<file path="config.mk">
export PLATFORM = sky130hd
export DESIGN_NAME = follower_robot_steering_controller_core_flat
export DESIGN_NICKNAME = d
export VERILOG_FILES = /design/src/design/frsc_pkg.sv /design/src/design/frsc_in_if.sv /design/src/design/frsc_out_if.sv /design/src/design/follower_robot_steering_controller_core.sv /design/src/design/frsc_step.sv /design/src/flat_wrapper.sv
export SDC_FILE = /design/constraint.sdc
export NUM_CORES = 1
export LEC_CHECK = 0
export BUFFER_PORTS_ARGS = -buffer_cell sky130_fd_sc_hd__buf_2
export CORE_ASPECT_RATIO = 0.75
export CORE_MARGIN = 3
export CORE_UTILIZATION = 50
export CTS_CLUSTER_DIAMETER = 150
export DETAILED_ROUTE_END_ITERATION = 8
export PLACE_DENSITY_LB_ADDON = 0.05
export SLEW_MARGIN = 20
export SYNTH_ARGS = -nofsm -noshare
export SYNTH_HDL_FRONTEND = slang
export SYNTH_SLANG_ARGS = --single-unit
export TNS_END_PERCENT = 1
</file>
<file path="constraint.sdc">
create_clock -name clk -period 2.8 [get_ports clk]
set_clock_uncertainty 0.15 [all_clocks]
set_input_delay 0.14 -clock clk [delete_from_list [all_inputs] [get_ports clk]]
set_output_delay 0.14 -clock clk [all_outputs]
set_load 0.02 [all_outputs]
</file>
<file path="src/design/frsc_pkg.sv">
package frsc_pkg;

  localparam int unsigned ReadingWidth = 12;
  localparam int unsigned CfgIndexWidth = 3;

  typedef logic [ReadingWidth-1:0] reading_t;

  typedef enum logic [1:0] {
    KIND_SAMPLE = 2'd0,
    KIND_MODE   = 2'd1,
    KIND_WALL   = 2'd2
  } kind_t;

  typedef enum logic [3:0] {
    CMD_HOLD    = 4'd0,
    CMD_STOP    = 4'd1,
    CMD_FWD     = 4'd2,
    CMD_BACK    = 4'd3,
    CMD_OBJ_L   = 4'd4,
    CMD_OBJ_R   = 4'd5,
    CMD_BACK_L  = 4'd6,
    CMD_BACK_R  = 4'd7,
    CMD_WALL_L  = 4'd8,
    CMD_WALL_R  = 4'd9,
    CMD_SHARP_L = 4'd10,
    CMD_SHARP_R = 4'd11
  } cmd_t;

  typedef enum logic [1:0] {
    MODE_INACTIVE = 2'd0,
    MODE_OBJECT   = 2'd1,
    MODE_WALL     = 2'd2
  } mode_t;

  typedef enum logic [2:0] {
    PH_CAL   = 3'd0,
    PH_WAIT  = 3'd1,
    PH_STEER = 3'd2,
    PH_LATCH = 3'd3,
    PH_RUN   = 3'd4
  } phase_t;

  localparam logic [CfgIndexWidth-1:0] CFG_RANGE_FAR     = 3'd0;
  localparam logic [CfgIndexWidth-1:0] CFG_FOLLOW_TARGET = 3'd1;
  localparam logic [CfgIndexWidth-1:0] CFG_RANGE_CLOSE   = 3'd2;
  localparam logic [CfgIndexWidth-1:0] CFG_HALT_NEAR     = 3'd3;
  localparam logic [CfgIndexWidth-1:0] CFG_WALL_TARGET   = 3'd4;
  localparam logic [CfgIndexWidth-1:0] CFG_CORNER_LEVEL  = 3'd5;

  localparam reading_t RANGE_FAR_RST     = 12'd800;
  localparam reading_t FOLLOW_TARGET_RST = 12'd1613;
  localparam reading_t RANGE_CLOSE_RST   = 12'd3102;
  localparam reading_t HALT_NEAR_RST     = 12'd4000;
  localparam reading_t WALL_TARGET_RST   = 12'd1150;
  localparam reading_t CORNER_LEVEL_RST  = 12'd1500;

  typedef struct packed {
    reading_t range_far;
    reading_t follow_target;
    reading_t range_close;
    reading_t halt_near;
    reading_t wall_target;
    reading_t corner_level;
  } thr_t;

  typedef struct packed {
    mode_t       run_mode;
    logic [1:0]  mode_press_count;
    logic [7:0]  wall_press_count;
    phase_t      phase;
    logic [3:0]  discard_count;
    logic        left_side_flag;
    logic        right_side_flag;
  } ctl_st_t;

  typedef struct packed {
    cmd_t  cmd0;
    cmd_t  cmd1;
    logic  two;
    mode_t mode_led;
  } res_t;

endpackage

</file>
<file path="src/design/frsc_in_if.sv">
interface frsc_in_if;
  logic                           valid;
  logic                           ready;
  logic [1:0]                     kind;
  logic [frsc_pkg::ReadingWidth-1:0] center_reading;
  logic [frsc_pkg::ReadingWidth-1:0] left_reading;
  logic [frsc_pkg::ReadingWidth-1:0] right_reading;

  modport source (
    output valid, kind, center_reading, left_reading, right_reading,
    input  ready
  );
  modport sink (
    input  valid, kind, center_reading, left_reading, right_reading,
    output ready
  );
endinterface

</file>
<file path="src/design/frsc_out_if.sv">
interface frsc_out_if;
  logic       valid;
  logic       ready;
  logic [3:0] command;
  logic [1:0] mode_led;
  logic       last;

  modport source (
    output valid, command, mode_led, last,
    input  ready
  );
  modport sink (
    input  valid, command, mode_led, last,
    output ready
  );
endinterface

</file>
<file path="src/design/follower_robot_steering_controller_core.sv">
// Steering controller for a two-mode follower robot. Each request is a
// filtered sensor sample or a button press, and it answers with one or two
// motor commands, the last one flagged by last. A request taken into the input
// register moves into the result register once that register is free, and its
// first command is offered on the result channel from then on. With the output
// always ready and every request giving one command, a new request is taken in
// every cycle. The input holds off while its register is full and a command
// waits on a stalled output, and a request that gives two commands holds the
// result register until both have left, which blocks the input meanwhile; the
// output channel, one command per cycle while it is ready, sets the sustained
// rate.
module follower_robot_steering_controller_core #(
  parameter int unsigned CALIBRATION_SAMPLES = 10
) (
  input  logic                                     clk,
  input  logic                                     rst_n,
  input  logic                                     cfg_we,
  input  logic [frsc_pkg::CfgIndexWidth-1:0]       cfg_index,
  input  frsc_pkg::reading_t                       cfg_wdata,
  frsc_in_if.sink                                  in_chan,
  frsc_out_if.source                               out_chan
);
  import frsc_pkg::*;

  logic     in_valid_r;
  logic [1:0] in_kind_r;
  reading_t in_center_r;
  reading_t in_left_r;
  reading_t in_right_r;

  ctl_st_t  st_r;
  ctl_st_t  st_nxt;
  thr_t     thr_r;
  res_t     res_r;
  res_t     res_nxt;
  logic     res_valid_r;
  logic     idx_r;

  logic     out_last;
  logic     res_free;
  logic     load;

  assign out_last = !res_r.two || idx_r;
  assign res_free = !res_valid_r || (out_chan.ready && out_last);
  assign load = in_valid_r && res_free;

  assign in_chan.ready = !in_valid_r || load;

  assign out_chan.valid = res_valid_r;
  assign out_chan.command = idx_r ? res_r.cmd1 : res_r.cmd0;
  assign out_chan.mode_led = res_r.mode_led;
  assign out_chan.last = out_last;

  frsc_step #(
    .CALIBRATION_SAMPLES(CALIBRATION_SAMPLES)
  ) u_step (
    .st_cur(st_r),
    .thr(thr_r),
    .kind(in_kind_r),
    .center_reading(in_center_r),
    .left_reading(in_left_r),
    .right_reading(in_right_r),
    .st_nxt(st_nxt),
    .res_nxt(res_nxt)
  );

  always_ff @(posedge clk) begin
    if (in_chan.valid && in_chan.ready) begin
      in_kind_r <= in_chan.kind;
      in_center_r <= in_chan.center_reading;
      in_left_r <= in_chan.left_reading;
      in_right_r <= in_chan.right_reading;
    end
    if (load) begin
      res_r <= res_nxt;
    end
  end

  always_ff @(posedge clk) begin
    if (!rst_n) begin
      in_valid_r <= 1'b0;
      res_valid_r <= 1'b0;
      idx_r <= 1'b0;
      st_r.run_mode <= MODE_INACTIVE;
      st_r.mode_press_count <= 2'd0;
      st_r.wall_press_count <= 8'd0;
      st_r.phase <= PH_CAL;
      st_r.discard_count <= 4'd0;
      st_r.left_side_flag <= 1'b0;
      st_r.right_side_flag <= 1'b0;
      thr_r.range_far <= RANGE_FAR_RST;
      thr_r.follow_target <= FOLLOW_TARGET_RST;
      thr_r.range_close <= RANGE_CLOSE_RST;
      thr_r.halt_near <= HALT_NEAR_RST;
      thr_r.wall_target <= WALL_TARGET_RST;
      thr_r.corner_level <= CORNER_LEVEL_RST;
    end else begin
      if (in_chan.ready) begin
        in_valid_r <= in_chan.valid;
      end
      if (load) begin
        st_r <= st_nxt;
        res_valid_r <= 1'b1;
        idx_r <= 1'b0;
      end else if (out_chan.ready && res_valid_r) begin
        if (out_last) begin
          res_valid_r <= 1'b0;
        end else begin
          idx_r <= 1'b1;
        end
      end
      if (cfg_we) begin
        unique case (cfg_index)
          CFG_RANGE_FAR:     thr_r.range_far <= cfg_wdata;
          CFG_FOLLOW_TARGET: thr_r.follow_target <= cfg_wdata;
          CFG_RANGE_CLOSE:   thr_r.range_close <= cfg_wdata;
          CFG_HALT_NEAR:     thr_r.halt_near <= cfg_wdata;
          CFG_WALL_TARGET:   thr_r.wall_target <= cfg_wdata;
          CFG_CORNER_LEVEL:  thr_r.corner_level <= cfg_wdata;
          default: begin
          end
        endcase
      end
    end
  end

  a_single_no_second: assert property (@(posedge clk) disable iff (!rst_n)
    (res_valid_r && !res_r.two) |-> !idx_r)
    else $error("second command selected for a single-command result");

  a_load_shows_result: assert property (@(posedge clk) disable iff (!rst_n)
    load |=> (res_valid_r && !idx_r))
    else $error("loaded request did not reach the result register");

  a_inactive_count: assert property (@(posedge clk) disable iff (!rst_n)
    (st_r.run_mode == MODE_INACTIVE) == (st_r.mode_press_count == 2'd0))
    else $error("mode button count disagrees with the run mode");

  a_object_phase: assert property (@(posedge clk) disable iff (!rst_n)
    (st_r.run_mode == MODE_OBJECT) |->
      (st_r.phase == PH_CAL || st_r.phase == PH_WAIT || st_r.phase == PH_STEER))
    else $error("object mode holds a wall phase");

endmodule

</file>
<file path="src/design/frsc_step.sv">
module frsc_step #(
  parameter int unsigned CALIBRATION_SAMPLES = 10
) (
  input  frsc_pkg::ctl_st_t  st_cur,
  input  frsc_pkg::thr_t     thr,
  input  logic [1:0]         kind,
  input  frsc_pkg::reading_t center_reading,
  input  frsc_pkg::reading_t left_reading,
  input  frsc_pkg::reading_t right_reading,
  output frsc_pkg::ctl_st_t  st_nxt,
  output frsc_pkg::res_t     res_nxt
);
  import frsc_pkg::*;

  localparam logic [3:0] CalCount = 4'(CALIBRATION_SAMPLES);

  function automatic ctl_st_t set_mode(ctl_st_t s, mode_t m);
    ctl_st_t o;
    o = s;
    if (m != s.run_mode) begin
      o.run_mode = m;
      o.phase = PH_CAL;
      o.discard_count = 4'd0;
    end
    return o;
  endfunction

  ctl_st_t  st;
  cmd_t     c0;
  cmd_t     c1;
  logic [1:0] n;
  logic     go;
  phase_t   ph_after;
  logic     lhit;
  logic     rhit;
  cmd_t     lcmd;
  cmd_t     rcmd;
  reading_t a;
  reading_t l;
  reading_t r;

  always_comb begin
    st = st_cur;
    c0 = CMD_HOLD;
    c1 = CMD_HOLD;
    n = 2'd0;
    go = 1'b0;
    ph_after = PH_CAL;
    lhit = 1'b0;
    rhit = 1'b0;
    lcmd = CMD_HOLD;
    rcmd = CMD_HOLD;
    a = center_reading;
    l = left_reading;
    r = right_reading;

    unique case (kind)
      KIND_WALL: begin
        st.wall_press_count = st.wall_press_count + 8'd1;
        if (st.run_mode != MODE_INACTIVE && st.wall_press_count == 8'd1) begin
          st = set_mode(st, MODE_WALL);
        end
        if (st.run_mode != MODE_INACTIVE && st.wall_press_count == 8'd2) begin
          st = set_mode(st, MODE_OBJECT);
          st.wall_press_count = 8'd0;
        end
        c0 = CMD_STOP;
        n = 2'd1;
      end
      KIND_MODE: begin
        st.mode_press_count = st.mode_press_count + 2'd1;
        if (st.mode_press_count == 2'd1) begin
          st = set_mode(st, MODE_OBJECT);
        end
        if (st.mode_press_count == 2'd2) begin
          st = set_mode(st, MODE_INACTIVE);
          st.mode_press_count = 2'd0;
          st.wall_press_count = 8'd0;
        end
        c0 = CMD_STOP;
        n = 2'd1;
      end
      KIND_SAMPLE: begin
        if (st.run_mode == MODE_OBJECT || st.run_mode == MODE_WALL) begin
          go = 1'b1;
          ph_after = (st.run_mode == MODE_OBJECT) ? PH_WAIT : PH_LATCH;
          if (st.run_mode == MODE_OBJECT && st.phase != PH_WAIT && st.phase != PH_STEER) begin
            st.phase = PH_CAL;
          end
          if (st.run_mode == MODE_WALL && st.phase != PH_LATCH && st.phase != PH_RUN) begin
            st.phase = PH_CAL;
          end
          if (st.phase == PH_CAL) begin
            if (st.discard_count < CalCount) begin
              st.discard_count = st.discard_count + 4'd1;
              if (st.discard_count >= CalCount) begin
                st.phase = ph_after;
              end
              go = 1'b0;
            end else begin
              st.phase = ph_after;
            end
          end
        end

        if (go && st.run_mode == MODE_OBJECT) begin
          if (st.phase == PH_WAIT) begin
            if (a <= thr.range_close && a >= thr.range_far &&
                l <= thr.range_close && l >= thr.range_far &&
                r <= thr.range_close && r >= thr.range_far) begin
              st.phase = PH_STEER;
            end
          end else begin
            n = 2'd1;
            if (!((a < thr.range_close && a > thr.range_far) ||
                  (r < thr.range_close && r > thr.range_far) ||
                  (l < thr.range_close && l > thr.range_far))) begin
              st.phase = PH_CAL;
              st.discard_count = 4'd0;
              c0 = CMD_STOP;
            end else if (a > thr.follow_target && a > thr.range_far) begin
              c0 = CMD_BACK;
            end else if (a < thr.follow_target && a > thr.range_far) begin
              c0 = CMD_FWD;
            end else if (l < thr.follow_target && l > thr.range_far) begin
              c0 = CMD_OBJ_L;
            end else if (l > thr.follow_target && l < thr.range_close) begin
              c0 = CMD_BACK_R;
            end else if (r < thr.follow_target && r > thr.range_far) begin
              c0 = CMD_OBJ_R;
            end else if (r > thr.follow_target && r < thr.range_close) begin
              c0 = CMD_BACK_L;
            end else begin
              c0 = CMD_STOP;
            end
          end
        end

        if (go && st.run_mode == MODE_WALL) begin
          if (st.phase == PH_LATCH) begin
            if (l > r) begin
              st.left_side_flag = 1'b1;
            end
            if (r > l) begin
              st.right_side_flag = 1'b1;
            end
            st.phase = PH_RUN;
          end
          if (a >= thr.halt_near) begin
            if (a > thr.halt_near) begin
              st.left_side_flag = 1'b0;
              st.right_side_flag = 1'b0;
              c0 = CMD_STOP;
              n = 2'd1;
            end
            st.phase = PH_CAL;
            st.discard_count = 4'd0;
          end else begin
            if (st.left_side_flag) begin
              lhit = 1'b1;
              if (l > thr.wall_target && a < thr.corner_level) begin
                lcmd = CMD_WALL_R;
              end else if (l < thr.wall_target && a < thr.corner_level) begin
                lcmd = CMD_WALL_L;
              end else if (a > thr.corner_level && l > r) begin
                lcmd = CMD_SHARP_R;
              end else if (l < thr.range_far && a < thr.range_far) begin
                lcmd = CMD_WALL_L;
              end else begin
                lhit = 1'b0;
              end
            end
            if (st.right_side_flag) begin
              rhit = 1'b1;
              if (r > thr.wall_target && a < thr.corner_level) begin
                rcmd = CMD_WALL_L;
              end else if (r < thr.wall_target && a < thr.corner_level) begin
                rcmd = CMD_WALL_R;
              end else if (a > thr.corner_level && l < r) begin
                rcmd = CMD_SHARP_L;
              end else if (r < thr.range_far && a < thr.range_far) begin
                rcmd = CMD_WALL_R;
              end else begin
                rhit = 1'b0;
              end
            end
            if (lhit) begin
              c0 = lcmd;
              c1 = rcmd;
              n = rhit ? 2'd2 : 2'd1;
            end else if (rhit) begin
              c0 = rcmd;
              n = 2'd1;
            end
          end
        end
      end
      default: begin
        n = 2'd0;
      end
    endcase

    st_nxt = st;
    res_nxt.cmd0 = (n == 2'd0) ? CMD_HOLD : c0;
    res_nxt.cmd1 = c1;
    res_nxt.two = (n == 2'd2);
    res_nxt.mode_led = st.run_mode;
  end

endmodule
</file>
<file path="src/flat_wrapper.sv">
// flat-port wrapper written by rule: the top's interface ports become plain ports
module follower_robot_steering_controller_core_flat import frsc_pkg::*;
#(
  parameter int unsigned CALIBRATION_SAMPLES = 10
)
  (clk, rst_n, cfg_we, cfg_index, cfg_wdata, in_chan_valid, in_chan_kind, in_chan_center_reading, in_chan_left_reading, in_chan_right_reading, in_chan_ready, out_chan_valid, out_chan_command, out_chan_mode_led, out_chan_last, out_chan_ready);
  frsc_in_if in_chan_i ();
  frsc_out_if out_chan_i ();
  input  logic clk;
  input  logic rst_n;
  input  logic cfg_we;
  input  logic [frsc_pkg::CfgIndexWidth-1:0] cfg_index;
  input  frsc_pkg::reading_t cfg_wdata;
  input wire logic [$bits(in_chan_i.valid)-1:0] in_chan_valid;
  input wire logic [$bits(in_chan_i.kind)-1:0] in_chan_kind;
  input wire logic [$bits(in_chan_i.center_reading)-1:0] in_chan_center_reading;
  input wire logic [$bits(in_chan_i.left_reading)-1:0] in_chan_left_reading;
  input wire logic [$bits(in_chan_i.right_reading)-1:0] in_chan_right_reading;
  output wire logic [$bits(in_chan_i.ready)-1:0] in_chan_ready;
  output wire logic [$bits(out_chan_i.valid)-1:0] out_chan_valid;
  output wire logic [$bits(out_chan_i.command)-1:0] out_chan_command;
  output wire logic [$bits(out_chan_i.mode_led)-1:0] out_chan_mode_led;
  output wire logic [$bits(out_chan_i.last)-1:0] out_chan_last;
  input wire logic [$bits(out_chan_i.ready)-1:0] out_chan_ready;
  assign in_chan_i.valid = in_chan_valid;
  assign in_chan_i.kind = in_chan_kind;
  assign in_chan_i.center_reading = in_chan_center_reading;
  assign in_chan_i.left_reading = in_chan_left_reading;
  assign in_chan_i.right_reading = in_chan_right_reading;
  assign in_chan_ready = in_chan_i.ready;
  assign out_chan_valid = out_chan_i.valid;
  assign out_chan_command = out_chan_i.command;
  assign out_chan_mode_led = out_chan_i.mode_led;
  assign out_chan_last = out_chan_i.last;
  assign out_chan_i.ready = out_chan_ready;
  follower_robot_steering_controller_core #(.CALIBRATION_SAMPLES(CALIBRATION_SAMPLES)) u_core (.clk(clk), .rst_n(rst_n), .cfg_we(cfg_we), .cfg_index(cfg_index), .cfg_wdata(cfg_wdata), .in_chan(in_chan_i), .out_chan(out_chan_i));
endmodule
</file>
* Word level (Yosys, flattened, before mapping) *
Index checks and enable logic that the tools add are counted.

operators by class
  add/subtract/negate cells = 3
  multiply operators = 0
  divide/modulo/power cells = 0
  order comparisons = 34
  equality and inequality tests = 25
  shift operators = 0
  mux-type cells = 102
  bitwise logic cells = 5
  reductions and logical operators = 69

operators by type and width
  kind                                                 number
  < comparator 12 bit                                  13
  greater-than comparator 12 bit                       12
  2-to-1 mux 21 bit                                    6
  2-to-1 mux 4 bit                                     26
  2-to-1 mux 7 bit                                     10
  >= comparator 12 bit                                 4
  less-or-equal comparator 12 bit                      3
  2-to-1 mux 3 bit                                     12
  logical AND 1 bit                                    34
  2-to-1 mux 1 bit                                     28
  2-to-1 mux 2 bit                                     14
  one-hot mux 9 bit (3 select lines)                   1
  one-hot mux 12 bit (2 select lines)                  1
  AND reduction 2 bit                                  10
  2-to-1 mux 9 bit                                     2
  nonzero test 2 bit                                   6
  equality test 3 x 2 -> 1 bit, second input constant  3
  adder 8 x 1 -> 8 bit, second input constant          1
  equality test 2 bit, second input constant           4
  equality test 8 x 1 -> 1 bit, second input constant  1
  equality test 8 x 2 -> 1 bit, second input constant  1
  one-hot mux 4 bit (2 select lines)                   1
  equality test 2 x 1 -> 1 bit, second input constant  3
  equality test 3 x 1 -> 1 bit, second input constant  2
  other kinds (21)                                     40

word-level totals
  register bits after elaboration = 145
  latch bits = 0
  bits in writable memories = 0
  bits in read-only memories = 0
  input port bits = 58
  word-level logic and storage cells = 262
  memories kept = 0

* Logic depth before layout (Yosys ltp) *
Gate-level depths: netlist of the first run.

  depth after elaboration = 35
  mapped depth = 12
  gate-level depth less buffers = 11

* Hierarchy *
A second synthesis of the first run with hierarchy kept.

second synthesis, totals
  cell total of the unflattened synthesis = 1,240
  area, all modules = 10,660.2 µm²

by module, submodules not included
  module                                   times used  cells an instance  area an instance (µm²)  seq. area each (µm²)
  frsc_step                                1           770                5,526.6                 0.0
  follower_robot_steering_controller_core  1           470                5,133.7                 3,393.3

* Worst setup path before layout of the first run *
Ideal clock, no wire load.

  path kind = flip-flop to flip-flop
  from = register u_core.in_left_r[7]
  to = register u_core.res_r[8] in the netlist's numbering (data pin)
  arrival time = 2.470 ns
  slack = -0.076 ns
  stages on the path, launching flop included = 10
  cell sequence = edfxtp_1 -> ha_1 -> nand2_1 -> or3_1 -> o21bai_1 -> a21oi_1 -> o211ai_1 -> a31oi_4 -> o211ai_1 -> a32o_1

between the ends
  longest elaborated chain between the ends = 23
  elaborated cells between the ends (all ways) = 79

RTL lines
  element                                               RTL line                                       text
  from (decl)                                           follower_robot_steering_controller_core.sv:28  reading_t in_left_r;
  from (signal assigned)                                follower_robot_steering_controller_core.sv:71  in_left_r <= in_chan.left_reading;
  less-or-equal comparator 12 bit                       frsc_step.sv:109                               l <= thr.range_close && l >= thr.range_far &&
  logical AND 1 bit                                     frsc_step.sv:108                               if (a <= thr.range_close && a >= thr.range_far &&
  logical AND 1 bit (2 in a row)                        frsc_step.sv:109
  logical AND 1 bit                                     frsc_step.sv:110                               r <= thr.range_close && r >= thr.range_far) begin
  2-to-1 mux 3 bit                                      frsc_step.sv:108
  2-to-1 mux 3 bit                                      frsc_step.sv:107                               if (st.phase == PH_WAIT) begin
  2-to-1 mux 7 bit                                      frsc_step.sv:106                               if (go && st.run_mode == MODE_OBJECT) begin
  2-to-1 mux 7 bit                                      frsc_step.sv:57                                unique case (kind)
  [6 not listed]                                        n/a
  2-to-1 mux 1 bit                                      frsc_step.sv:139                               if (go && st.run_mode == MODE_WALL) begin
  2-to-1 mux 1 bit                                      frsc_step.sv:57
  2-to-1 mux 1 bit or 2-to-1 mux 2 bit (tied branches)  frsc_step.sv:191, frsc_step.sv:190
  2-to-1 mux 2 bit                                      frsc_step.sv:187                               if (lhit) begin
  2-to-1 mux 2 bit                                      frsc_step.sv:149                               if (a >= thr.halt_near) begin
  2-to-1 mux 2 bit                                      frsc_step.sv:139
  one-hot mux 2 bit (2 select lines)                    frsc_step.sv:57
  logical NOT 2 bit                                     frsc_step.sv:204                               res_nxt.cmd0 = (n == 2'd0) ? CMD_HOLD : c0;
  to (signal assigned)                                  follower_robot_steering_controller_core.sv:75  res_r <= res_nxt;
  to (decl)                                             follower_robot_steering_controller_core.sv:34  res_t res_r;

Parallel ways exist; a longest one is shown, timed or not. The select of a mux whose other input is x is not followed.
A chain may end at the register's enable or synchronous reset.

* Worst setup path in the final report of the first run *
  from = register u_core.in_right_r[1]
  to = register u_core.res_r[8] in the netlist's numbering (data pin)

between the ends
  longest elaborated chain between the ends = 22
  elaborated cells between the ends (all ways) = 80

RTL lines
  element                                                                RTL line                                              text
  from (decl)                                                            follower_robot_steering_controller_core.sv:29         reading_t in_right_r;
  from (signal assigned)                                                 follower_robot_steering_controller_core.sv:72         in_right_r <= in_chan.right_reading;
  < comparator 12 bit or greater-than comparator 12 bit (tied branches)  frsc_step.sv:116, frsc_step.sv:131, frsc_step.sv:129
  logical AND 1 bit                                                      frsc_step.sv:116                                      (r < thr.range_close && r > thr.range_far) ||
  logical OR 1 bit                                                       frsc_step.sv:115                                      if (!((a < thr.range_close && a > thr.range_far) ||
  logical OR 1 bit                                                       frsc_step.sv:116
  2-to-1 mux 7 bit                                                       frsc_step.sv:115
  2-to-1 mux 3 bit                                                       frsc_step.sv:107
  2-to-1 mux 7 bit                                                       frsc_step.sv:106
  2-to-1 mux 7 bit                                                       frsc_step.sv:57
  [6 not listed]                                                         n/a
  2-to-1 mux 1 bit                                                       frsc_step.sv:139
  2-to-1 mux 1 bit                                                       frsc_step.sv:57
  2-to-1 mux 1 bit or 2-to-1 mux 2 bit (tied branches)                   frsc_step.sv:191, frsc_step.sv:190
  2-to-1 mux 2 bit                                                       frsc_step.sv:187
  2-to-1 mux 2 bit                                                       frsc_step.sv:149
  2-to-1 mux 2 bit                                                       frsc_step.sv:139
  one-hot mux 2 bit (2 select lines)                                     frsc_step.sv:57
  logical NOT 2 bit                                                      frsc_step.sv:204

Parallel ways exist; a longest one is shown, timed or not. The select of a mux whose other input is x is not followed.

==> results.sh, run 1 <==
export IMPL_outcome="finished with violations"
export IMPL_violations="negative setup slack"
export IMPL_crit_arrival_ns=3.13
export IMPL_synth_avg_cell_area_um2=8.90
export IMPL_power_leakage_nw=5.96
export IMPL_r2r_slack_ns=-0.29
export IMPL_cts_root_buf="clkbuf_16"
export IMPL_cts_sinks=144
export IMPL_post_route_util=0.689
export IMPL_drive_gt1_frac=0.235
export IMPL_via_per_inst=5.66
export IMPL_worstMarginPinSlew_ns=0.873
export IMPL_dieArea_um2=22000
export IMPL_cts_tree="done"
export IMPL_finalHoldViolations=0
export IMPL_synth_cell_type_count=71
export IMPL_area_growth_pct=33.3
export IMPL_dpl_hpwl_um=24200
export IMPL_r2r_end="u_core.res_r[8]"
export IMPL_ys_ff_latch=144
export IMPL_path_class="reg -> reg"
export IMPL_grt_first_pass_wirelength_um=49900
export IMPL_ant_nets=0
export IMPL_die_w_um=170
export IMPL_hp_start="out_chan_ready"
export IMPL_clk_insertion_delay_late_ns=0.44
export IMPL_finalPower_mw=5.81
export IMPL_core_area_um2=19600
export IMPL_dpl_instance_area_um2=11900
export IMPL_synth_edf_count=48
export IMPL_fillers=1610
export IMPL_start_util=0.517
export IMPL_synth_nets=1378
export IMPL_fin_nets=1661
export IMPL_clkTransAtPathRegs_ns=0.06
export IMPL_fp_dieH_um=129
export IMPL_period_share=1.10
export IMPL_maxSlewHeadroom=0.418
export IMPL_fin_cells=1688
export IMPL_dpl_cell_count=1586
export IMPL_worst_r2r_cell_count=12
export IMPL_power_density_nw_per_um2=430
export IMPL_htree_num_levels=4
export IMPL_cts_made_buffers=17
export IMPL_synth_area_um2=10100
export IMPL_num_rows=44
export IMPL_timing_final_ws_setup_ns=-0.290
export IMPL_yosys_warnings=0
export IMPL_routed_wl_um=32400
export IMPL_stdcell_area_um2=13500
export IMPL_wl_per_cell_um=19.2
export IMPL_synth_flop_cell="dfxtp_1"
export IMPL_worst_setup_path_end_kind="register"
export IMPL_slew_violations=0
export IMPL_whs_endpoint="u_core.idx_r"
export IMPL_drt_pass1_iter_count=5
export IMPL_drv_cap=0
export IMPL_setup_viol=14
export IMPL_grt_max_degree=73
export IMPL_place_congestion=0.994
export IMPL_drc_errors=0
export IMPL_clockBufferDepth=2
export IMPL_reg2reg_from="u_core.in_right_r[1]"
export IMPL_vdd_drop_max_mv=0.411
export IMPL_max_freq_mhz=324
export IMPL_hold_class="in -> reg"
export IMPL_layout_min_cycle_time_ns=3.09
export IMPL_hold_path_cell_count=5
export IMPL_antenna_found_initial=0
export IMPL_num_io_pins=67
export IMPL_vias=9546
export IMPL_syn_inst=1138
export IMPL_cp_start_kind="register"
export IMPL_io_buffers=66
export IMPL_grt_overflow_total=0
export IMPL_grt_pass1_vias=9314
export IMPL_drtIter0Drc=776
export IMPL_cp_required_ns=2.84
export IMPL_grt_use_total=0.296
export IMPL_crit_path_max_fanout=3
export IMPL_rsz0062_at_grt="true"
export IMPL_ys_seq_area_frac=0.332
export IMPL_synth_async_reset_ratio=0
export IMPL_setup_tns_ns=-2.72
-- cell usage in the layout (no fill, tap or decap), types with 39 or more instances in the layout --
cell type,netlist,final
dlygate4sd3_1,0,52
nand2_1,161,161
edfxtp_1,48,48
buf_2,1,66
inv_1,101,100
ha_1,182,172
a21oi_1,81,73
a21boi_0,41,39
buf_4,4,169
dfxtp_1,96,96
o211ai_1,47,47
-- kinds of logic (layout without fill, tap and decap cells) --
kind of cell / after synthesis / count (layout) / synth area share
simple gates: 370 / 370 / 0.179
compound gates: 299 / 299 / 0.201
fa+ha+maj: 182 / 182 / 0.225
flops: 144 / 144 / 0.332
buf+inv: 130 / 426 / 0.0498
mux: 11 / 11 / 0.0112
xor+xnor: 2 / 2 / 0.00173
other cells: 0 / 1 / 0
-- area by class of cell --
class	instances	area, µm²	share of cell area
multi-input combinational	864	6640	0.492
sequential	144	3360	0.249
timing repair buffer	293	2200	0.163
clock buffer	20	468	0.0347
inverter	101	379	0.0281
tap	253	317	0.0234
clock inverter	12	130	0.00964
antenna	1	2.50	0.000185
-- worst max-delay path, cell delays in order, from the launching register on --
cell	delay, ns
edfxtp_1	0.48
buf_6	0.17
buf_6	0.11
ha_4	0.21
nor2b_4	0.12
o211ai_1	0.29
a21oi_1	0.15
a2111o_1	0.39
o211ai_1	0.18
buf_4	0.17
a21oi_1	0.06
o21a_1	0.17
a32o_1	0.22
-- registers in the layout, indices dropped and copies added (netlist names) --
| name | count |
|---|---|
| u_core.idx_r | 1 |
| u_core.in_right_r | 12 |
| u_core.st_r | 21 |
| u_core.res_r | 8 |
| u_core.in_valid_r | 1 |
| u_core.in_kind_r | 2 |
| u_core.in_center_r | 12 |
| u_core.thr_r | 72 |
| u_core.out_chan.mode_led | 2 |
| u_core.out_chan.valid | 1 |
| u_core.in_left_r | 12 |
-- worst max-delay path by stage --
stage	slack (ns)	endpoint	depth (start not counted)	from
4_1_cts	-0.35	u_core.res_r[7]	11	u_core.in_left_r[1]
6_report	-0.29	u_core.res_r[8]	12	u_core.in_right_r[1]
3_5_place_dp	-0.49	u_core.res_r[7]	11	u_core.in_left_r[9]
2_1_floorplan	-0.01	u_core.res_r[8]	9	u_core.in_left_r[7]
5_1_grt	-0.41	u_core.res_r[7]	12	u_core.in_right_r[1]
3_3_place_gp	-0.56	u_core.res_r[7]	11	u_core.in_left_r[9]
-- stage by stage --
step | setup slack, ns | hold WS [ns]
after floorplan | -0.0113 | 0.0889
after global placement | -0.557 | 0.167
after detailed placement | -0.487 | 0.168
after CTS | -0.351 | 0.0330
after global routing | -0.413 | 0.0835
final | -0.290 | 0.0471
-- cells in the mapped netlist (9+ instances only) --
| library cell | count | share of area |
|---|---|---|
| a21boi_0 | 41 | 0.030 |
| edfxtp_1 | 48 | 0.14 |
| nor2_1 | 35 | 0.013 |
| nor2b_1 | 30 | 0.019 |
| a21oi_1 | 81 | 0.040 |
| a21o_1 | 19 | 0.014 |
| clkbuf_1 | 24 | 0.0089 |
| o211ai_1 | 47 | 0.035 |
| nand2b_1 | 9 | 0.0056 |
| nor3_1 | 18 | 0.0089 |
| and3_1 | 14 | 0.0086 |
| ha_1 | 182 | 0.22 |
| a211oi_1 | 11 | 0.0082 |
| o21ai_0 | 35 | 0.017 |
| inv_1 | 101 | 0.037 |
| o21a_1 | 13 | 0.0096 |
| nand4_1 | 37 | 0.023 |
| dfxtp_1 | 96 | 0.19 |
| nand3_1 | 27 | 0.013 |
| nand2_1 | 161 | 0.060 |
-- where the power goes --
part | leakage (nW) | internal (mW) | switching (mW) | total (mW)
logic | 4.42 | 0.549 | 0.605 | 1.15
registers | 1.25 | 2.24 | 0.0582 | 2.30
clock network | 0.288 | 1.39 | 0.970 | 2.36
total | 5.96 | 4.18 | 1.63 | 5.81
-- routing by layer --
metal / GRT usage / vias up / routed length [µm]
met5: 0 / - / 0
met4: 0.0849 / 0 / 548
met3: 0.0674 / 37 / 2340
met2: 0.428 / 301 / 13400
met1: 0.441 / 4476 / 16000
li1: - / 4732 / -
-- repair_timing --
item / CTS / global route
cloned: 0 / 0
setup buffers: 5 / 13
hold buffers: 52 / 0
pin swaps: 19 / 35
resized for setup: 20 / 45
hold endpoints to repair: 112 / 0
setup endpoints to repair: 22 / 16
No activity file was read; power rests on OpenSTA's default activity.
==> run 2: changes to the inputs <==
Clock period 2.8 ns to 2.5 ns, I/O delays scaled along.
==> run 2 against run 1 <==
The flow still finishes with violations (negative setup slack). Worst setup slack lost 0.34 ns. Sequential power rose by 12%. Die area did not move. Largest cell class unchanged. Largest power group unchanged. Utilization increased by 0.91 points. Critical endpoint is now u_core.res_r[7].
==> results.sh, run 2 (same netlist as run 1, synthesis figures left out) <==
export IMPL_period_share=1.25
export IMPL_num_io_pins=67
export IMPL_largest_reg_flops=72
export IMPL_clk_insertion_delay_late_ns=0.44
export IMPL_io_buffers=66
export IMPL_final_cell_mix="210 x buf_4, 177 x ha_1, 161 x nand2_1"
export IMPL_crit_arrival_ns=3.16
export IMPL_grt_pass1_vias=9050
export IMPL_dpl_instance_area_um2=12200
export IMPL_outcome="finished with violations"
export IMPL_grt_overflow_total=0
export IMPL_cts_made_buffers=17
export IMPL_setup_viol=18
export IMPL_clockBufferDepth=2
export IMPL_cts_root_buf="clkbuf_16"
export IMPL_critPathSlowestCell="edfxtp_1"
export IMPL_path_class="reg -> reg"
export IMPL_drt_pass1_iter_count=6
export IMPL_clkPwrFrac=0.405
export IMPL_path_cells="buf_4 > ha_1 > nor2b_1 > o21a_1 > o21a_1 > o21ai_1 > o211a_1 > a221o_1 > o31ai_2 > a211oi_1 > o32ai_1"
export IMPL_switchingPower_mw=1.79
export IMPL_vias=9636
export IMPL_drv_cap=0
export IMPL_rsz0062_at_grt="true"
export IMPL_slew_violations=0
export IMPL_place_congestion=0.967
export IMPL_core_area_um2=19600
export IMPL_fin_nets=1704
export IMPL_power_leakage_nw=6.18
export IMPL_grt_use_total=0.297
export IMPL_intPower_mw=4.67
export IMPL_finalHoldViolations=0
export IMPL_cts_sinks=144
export IMPL_top_regs="u_core.thr_r: 72 flops, u_core.st_r: 21 flops"
export IMPL_dieArea_um2=22000
export IMPL_max_stage_delay_ns=0.49
export IMPL_start_util=0.517
export IMPL_wl_per_cell_um=18.7
export IMPL_top_register="u_core.thr_r"
export IMPL_antenna_found_initial=0
export IMPL_via_per_inst=5.57
export IMPL_layout_min_cycle_time_ns=3.13
export IMPL_worst_setup_path_end_kind="register"
export IMPL_fp_dieH_um=129
export IMPL_cts_tree="done"
export IMPL_power_frac_comb=0.197
export IMPL_dpl_hpwl_um=24500
export IMPL_maxSlewHeadroom=0.495
export IMPL_violations="negative setup slack"
export IMPL_final_common_cell="buf_4"
export IMPL_num_antenna_cells=0
export IMPL_hold_class="in -> reg"
export IMPL_routed_wl_um=32300
export IMPL_cp_start_kind="register"
export IMPL_stdcell_area_um2=13700
export IMPL_max_freq_mhz=320
export IMPL_htree_num_levels=4
export IMPL_crit_path_max_fanout=4
export IMPL_grt_max_degree=73
export IMPL_drc_errors=0
export IMPL_hold_path_cell_count=2
export IMPL_power_share_switching=0.278
export IMPL_grt_first_pass_wirelength_um=50100
export IMPL_die_w_um=170
export IMPL_worst_r2r_cell_count=11
export IMPL_vdd_drop_max_mv=0.480
export IMPL_worstMarginPinSlew_ns=0.749
export IMPL_clkTransAtPathRegs_ns=0.06
export IMPL_area_growth_pct=35.1
export IMPL_power_density_nw_per_um2=472
export IMPL_dp_slack_ns=-0.809
export IMPL_drtIter0Drc=810
export IMPL_drive_gt1_frac=0.250
export IMPL_ant_nets=0
export IMPL_power_frac_seq=0.398
export IMPL_num_rows=44
export IMPL_timing_final_ws_setup_ns=-0.627
export IMPL_critPathMostFrequentCell="o21a_1"
export IMPL_cp_required_ns=2.53
==> run 2: cell types whose count changed in the layout (fill, tap and decap cells not counted), moves of 3 or more <==
cell	previous run	this run
buf_4	169	210
ha_4	10	4
ha_1	172	177
a21oi_1	73	77
a21oi_2	7	4
buf_6	4	7
==> run 2: routing by layer <==
metal	routed length (µm)	global-route usage	up-vias
met3	2880	0.0903	32
met5	0	0	-
met1	16300	0.454	4474
met2	12500	0.405	311
li1	-	-	4819
met4	622	0.0725	0
==> run 2: timing repair <==
action                                  4_1_cts  5_1_grt
pin swaps                                    25       11
endpoints found under the hold margin       111        0
gates resized for setup                      38       17
endpoints found under the setup margin       19       25
setup buffers                                13        1
hold buffers                                 51        0
cloned                                        0        0
==> run 2: area by class of cell <==
class,count,area [µm²]
fill,1583,5920
timing repair buffer,336,2540
tap,253,317
clock buffer,20,468
inverter,101,379
multi-input combinational,864,6490
clock inverter,12,126
sequential,144,3360
==> run 2: critical path, delay by kind of cell, from the launching register on <==
| family | cells | cell delay, ns |
|---|---|---|
| AOI/OAI and AO/OA | 8 | 1.60 |
| DFF | 1 | 0.49 |
| adders and majority gates | 1 | 0.28 |
| buffers and inverters | 1 | 0.20 |
| and+or+nand+nor | 1 | 0.13 |
==> run 2: power by group through the flow <==
stage          Sequential, mW  Clock (mW)  Combinational (mW)
6_report                 2.57        2.62                1.27
3_5_place_dp             2.62           0                1.11
4_1_cts                  2.57        2.66                1.23
5_1_grt                  2.58        2.76                1.40
3_3_place_gp             2.62           0                1.09
2_1_floorplan            2.61           0               0.600
==> run 2: metrics by stage <==
step                      instances   util  setup TNS (ns)  total power, mW  hold WS, ns
after detailed placement       1634  0.624           -8.80             3.74        0.153
after global routing           1730  0.698           -9.50             6.73       0.0170
after global placement         1634  0.624           -8.87             3.72        0.152
after floorplan                1138      -           -4.96             3.21       0.0739
after CTS                      1729  0.694           -6.92             6.47     0.000266
final                          1730  0.698           -7.47             6.46       0.0132
==> run 2: final timing paths <==
path / from / to / slack (ns)
setup reg to reg: u_core.in_center_r[1] / u_core.res_r[7] / -0.63
setup / recovery: u_core.in_center_r[1] / u_core.res_r[7] / -0.63
hold reg to reg: u_core.thr_r[52] / u_core.thr_r[52] / 0.31
hold / removal: rst_n / u_core.st_r[9] / 0.01
